### src/sv/mlba_pkg.sv
// Package for the multilook box average: sizes, register indexes and control structs.
`default_nettype none

package mlba_pkg;

    localparam int SAMPLE_BITS    = 32;
    localparam int SUM_BITS       = 40;
    localparam int MAX_LINE_WIDTH = 4096;
    localparam int MAX_LOOKS      = 16;

    localparam int COL_BITS   = $clog2(MAX_LINE_WIDTH);
    localparam int WIDTH_BITS = COL_BITS + 1;
    localparam int LOOK_BITS  = $clog2(MAX_LOOKS) + 1;
    localparam int CNT_BITS   = LOOK_BITS - 1;
    localparam int PROD_BITS  = 2 * LOOK_BITS;
    localparam int STEP_BITS  = $clog2(SUM_BITS);

    localparam int CFG_IDX_BITS  = 2;
    localparam int CFG_DATA_BITS = WIDTH_BITS;

    localparam logic [CFG_IDX_BITS-1:0] REG_LINE_WIDTH    = 2'd0;
    localparam logic [CFG_IDX_BITS-1:0] REG_RANGE_LOOKS   = 2'd1;
    localparam logic [CFG_IDX_BITS-1:0] REG_AZIMUTH_LOOKS = 2'd2;

    localparam logic [WIDTH_BITS-1:0] LINE_WIDTH_RESET = WIDTH_BITS'(1024);
    localparam logic [LOOK_BITS-1:0]  LOOKS_RESET      = LOOK_BITS'(4);

    typedef struct packed {
        logic accept;
        logic rd_write;
        logic div_start;
        logic out_load;
    } ctrl_cmd_t;

    typedef struct packed {
        logic group_done;
        logic first_row;
        logic last_row;
        logic div_done;
        logic out_free;
    } dp_status_t;

endpackage

`default_nettype wire

### src/sv/mlba_ctrl.sv
// Controller: sequences the accept, read-modify-write, divide and output steps of each word.
`default_nettype none

module mlba_ctrl
    import mlba_pkg::*;
(
    input  wire logic       aclk,
    input  wire logic       aresetn,
    input  wire logic       s_valid,
    output logic            s_ready,
    input  wire dp_status_t status,
    output ctrl_cmd_t       cmd
);

    typedef enum logic [1:0] {
        ST_IDLE,
        ST_READ,
        ST_DIVIDE,
        ST_EMIT
    } state_t;

    state_t state_reg, state_next;
    logic   ready_reg, ready_next;
    logic   last_row_reg, last_row_next;

    always_comb begin
        cmd           = '0;
        state_next    = state_reg;
        last_row_next = last_row_reg;
        unique case (state_reg)
            ST_IDLE: begin
                cmd.accept = s_valid & ready_reg;
                if (cmd.accept && status.group_done) begin
                    if (!status.first_row) begin
                        last_row_next = status.last_row;
                        state_next    = ST_READ;
                    end else if (status.last_row) begin
                        cmd.div_start = 1'b1;
                        state_next    = ST_DIVIDE;
                    end
                end
            end
            ST_READ: begin
                cmd.rd_write = 1'b1;
                if (last_row_reg) begin
                    cmd.div_start = 1'b1;
                    state_next    = ST_DIVIDE;
                end else begin
                    state_next = ST_IDLE;
                end
            end
            ST_DIVIDE: begin
                if (status.div_done) begin
                    state_next = ST_EMIT;
                end
            end
            ST_EMIT: begin
                if (status.out_free) begin
                    cmd.out_load = 1'b1;
                    state_next   = ST_IDLE;
                end
            end
            default: state_next = ST_IDLE;
        endcase
        ready_next = (state_next == ST_IDLE);
    end

    // Ready stays low while reset is held; once reset is released it is registered high from the idle state.
    always_ff @(posedge aclk) begin
        if (!aresetn) begin
            state_reg    <= ST_IDLE;
            ready_reg    <= 1'b0;
            last_row_reg <= 1'b0;
        end else begin
            state_reg    <= state_next;
            ready_reg    <= ready_next;
            last_row_reg <= last_row_next;
        end
    end

    assign s_ready = ready_reg;

endmodule

`default_nettype wire
### config.mk
export PLATFORM = sky130hd
export DESIGN_NAME = mlba_ctrl
export DESIGN_NICKNAME = d
export VERILOG_FILES = /design/src/sv/mlba_pkg.sv /design/src/sv/mlba_ctrl.sv
export SDC_FILE = /design/constraint.sdc
export NUM_CORES = 1
export LEC_CHECK = 0
export BUFFER_PORTS_ARGS = -buffer_cell sky130_fd_sc_hd__buf_2
export CAP_MARGIN = 20
export CORE_AREA = 2 2 39 41
export CTS_CLUSTER_SIZE = 40
export DETAILED_ROUTE_END_ITERATION = 10
export DIE_AREA = 0 0 41 43
export GPL_ROUTABILITY_DRIVEN = 0
export HOLD_SLACK_MARGIN = 0.12
export PLACE_DENSITY_LB_ADDON = 0.1
export SETUP_SLACK_MARGIN = 0.4
export SLEW_MARGIN = 20
export SYNTH_ARGS = -nofsm -noshare
export SYNTH_HDL_FRONTEND = slang
export SYNTH_SLANG_ARGS = --single-unit
export TNS_END_PERCENT = 1
### constraint.sdc
create_clock -name aclk -period 1.1 [get_ports aclk]
set_input_delay 0.165 -clock aclk [delete_from_list [all_inputs] [get_ports aclk]]
set_output_delay 0.165 -clock aclk [all_outputs]
set_load 0.005 [all_outputs]
* Word level (Yosys, flattened, before mapping)
Cells that the tools add are included.
** Operators by class
- $add $sub $neg :: 0
- $mul :: 0
- Div/mod/pow operators :: 0
- $lt $le $gt $ge :: 0
- Equal/unequal tests :: 3
- Shifts and indexed selects :: 0
- Muxes and demuxes :: 16
- Bitwise logic cells :: 2
- Reductions and logical operators :: 4
** Operators with widths (number)
- 2-to-1 mux 2 bit :: 6
- 2-to-1 mux 1 bit :: 8
- one-hot mux 2 bit (4 select lines) :: 1
- equality test 2 bit (second input constant) :: 2
- logical NOT 2 bit :: 2
- AND reduction 3 bit :: 1
- equality test 2 x 1 -> 1 bit (second input constant) :: 1
- one-hot mux 1 bit (2 select lines) :: 1
- bitwise AND 1 bit :: 1
- logical AND 1 bit :: 1
- NOT 1 bit :: 1
** Storage, ports and cells
- Register bits :: 4
- Bits in latches :: 0
- Bits in writable memories :: 0
- ROM bits :: 0
- Input bits :: 8
- Output and inout port bits :: 5
- Word-level logic and storage cells :: 28
- Memories kept :: 0

* Longest topological paths before layout
- Depth in word-level cells :: 5
- Mapped depth :: 3
- Gate-level depth less buffers :: 3

* Least setup slack after synthesis
Ideal clock, no wire load.
- Path kind :: reg2out
- From :: register state_reg[0]
- To :: output port cmd[1] in the netlist's numbering
- Arrival time :: 876 ps
- Required time :: 935 ps
- Path slack :: 59 ps
- Cell stages (with the launch flop) :: 4
- Path buffers :: 0
- Path through :: dfxtp_1 and4bb_4 nand4_1 nand2_1
** RTL lines
- start: declaration :: line mlba_ctrl.sv:22 : state_t state_reg, state_next;
- start signal: assignment :: line mlba_ctrl.sv:75 : state_reg <= state_next;
- end: declaration :: line mlba_ctrl.sv:12 : output ctrl_cmd_t cmd

==> impl_metrics.toml <==
[outcome]
status = "complete, but fails checks"
violations = "negative setup slack"

[setup_path]
start_kind = "flip-flop"
required_ps = 940
crit_path_max_fanout = 4
cpPeakStageDelay_ps = 340
crit_buf_inv = 1
critical_path.slowest_cell = "and4bb_4"
critPathKind = "flip-flop to output port"
end_kind = "output port"
cpLargestDelayFamily = "simple AND/OR/NAND/NOR gates"
arrival_ps = 1190
cp_cell_sequence = "and4bb_4 -> nand4_1 -> nand2_1 -> buf_2"

[power_and_ir_drop]
powerDensity_nw_per_um2 = 1000
p_leak_nw = 0.206
peakVddDrop_uv = 294
finalPower_w = 0.000394

[routing]
drc = 0
dr.pass1.iters = 4
wire_per_inst_um = 9.07
avgViaCountPerCell = 4.26
wirelength_um = 553
antenna_left = 0
first_iter_violations = 3
vias = 260

[worst_hold_path]
min_path_type = "input pin to flip-flop"

[timing]
setup_ws_ps = -258
fmax_mhz = 736
setup_tns_ps = -548
fin_crit_sh = 1.23
rsz0062_at_grt = "yes"
period_minus_slack_ps = 1360
drv_slew = 0
worst-slew-pin-transition_ps = 220
clock_skew_ps = 1.98
relSlewSlack = 0.853
setup_viol = 3
hold_viol = 0

[floorplanning]
io_pins = 13
rows = 14
core_area_um2 = 1380
initial_core_util = 0.161
die_w_um = 41
die-height_um = 43
dieArea_um2 = 1760

[cts]
clockRootBuffer = "clkbuf_4"
holdBufCountCts = 0
clk_latency_ps = 230
cts_tree = "built"
clock_path_buffers = 2
numCtsBuffers = 3
clock_sinks = 4
clkTransAtPathRegs_ps = 40
htree_levels = 1

[logic_synthesis]
synth-seq-area-share = 0.360
yosys_register_bits = 4
synth_top_family_by_area = "simple AND/OR/NAND/NOR gates"
yosysUniqueCellTypes = 15
synth_compound_area_frac = 0.124
synth_adder_area_share = 0
syn-num-nets = 32
synth-simple-area-share = 0.472
synth_area_um2 = 223
synthXorXnorAreaFrac = 0
syn_inst = 24
synth.mux.area_fraction = 0.0449
synth-warning-count = 0
synth_area_per_cell_um2 = 9.28

[final_layout]
fin_util = 0.283
layout_common_cells = "11 x buf_2, 5 x nand2_1, 5 x buf_4, 3 x clkbuf_4, 3 x dfxtp_2"
final_common_cell = "buf_2"
largest_reg_flops = 2
drive_above_1_share = 0.600
synthToLayoutAreaGrowth_pct = 75.8
n_antenna_cell = 0
fill_cells = 156
fin_nets = 55

[placed_design]
io_buffer_count = 12

[grt]
grt_pass1_vias = 242
grt-ovfl-total = 0
antenna_found_initial = 0
grt_usage = 0.0853
grt_start_max_net_pins = 6
grt_pass1_wl_um = 924

[job]
timing.max_cap.violations = 0
## area by class of cell
| class | count | area, um2 | share of cell area |
|---|---|---|---|
| flip-flops and latches | 4 | 83.8 | 0.214 |
| multi-input cells | 20 | 150 | 0.383 |
| repair buffers | 18 | 115 | 0.294 |
| well taps | 16 | 20.0 | 0.0511 |
| clock buffers | 3 | 22.5 | 0.0575 |
## layer usage
| metal | GRT usage | vias to the layer above | wire length (um) |
|---|---|---|---|
| li1 | - | 131 | - |
| met3 | 0.0157 | 2 | 74 |
| met4 | 0.120 | 0 | 19 |
| met2 | 0.100 | 14 | 221 |
| met5 | 0 | - | 0 |
| met1 | 0.103 | 113 | 237 |
## tightest hold or removal path, stage by stage
cell and delay [ps]:
buf_2 110, nand2_1 50, mux2i_1 50
## cell usage after synthesis, drive strengths merged
master	number	area [um2]
a21boi	2	15.0
a22oi	1	7.51
and2b	1	7.51
and3	2	12.5
and4bb	1	16.3
dfxtp	4	80.1
mux2i	1	10.0
nand2	5	18.8
nand2b	1	6.26
nand3	1	5.00
nand3b	1	20.0
nand4	1	6.26
nor2b	2	12.5
o21ai	1	5.00
## path summary, 6_finish.rpt
kind / cells past startpoint / to / slack, ps / startpoint
min: 3 / last_row_reg$_SDFFE_PN0P_ / 200 / status[2]
max: 4 / cmd[1] / -260 / state_reg[1]$_SDFF_PN0_
min reg2reg: 2 / last_row_reg$_SDFFE_PN0P_ / 480 / last_row_reg$_SDFFE_PN0P_
max reg2reg: 6 / state_reg[1]$_SDFF_PN0_ / -230 / state_reg[1]$_SDFF_PN0_
## stage by stage
| stage | area, um2 | setup WS, ps | cells | hold WS (ps) |
|---|---|---|---|---|
| 2_1_floorplan | 224 | 74.4 | 24 | 304 |
| 3_3_place_gp | 319 | -36.7 | 54 | 435 |
| 3_5_place_dp | 319 | -53.7 | 54 | 439 |
| 4_1_cts | 382 | -279 | 61 | 192 |
| 5_1_grt | 392 | -337 | 61 | 197 |
| 6_report | 392 | -258 | 61 | 198 |
## report_power, final
part	total [W]	internal [W]	switching, W	leakage, nW
sequential	0.000156	0.000152	0.00000368	0.0337
clock	0.000174	0.000122	0.0000529	0.0138
combinational	0.0000632	0.0000391	0.0000241	0.158
## logic make-up (layout without fill, tap and decap cells)
kind of cell	Yosys count	count (layout)
compound gates	4	4
buf+inv	0	21
mux	1	1
flops	4	4
simple gates	15	15
## what timing repair did
action | CTS | global route
gates resized for setup | 5 | 2
endpoints found under the setup margin | 9 | 9
pin swaps | 2 | 2
buffers inserted | 4 | 0
Power figures use the tool's default switching activity.
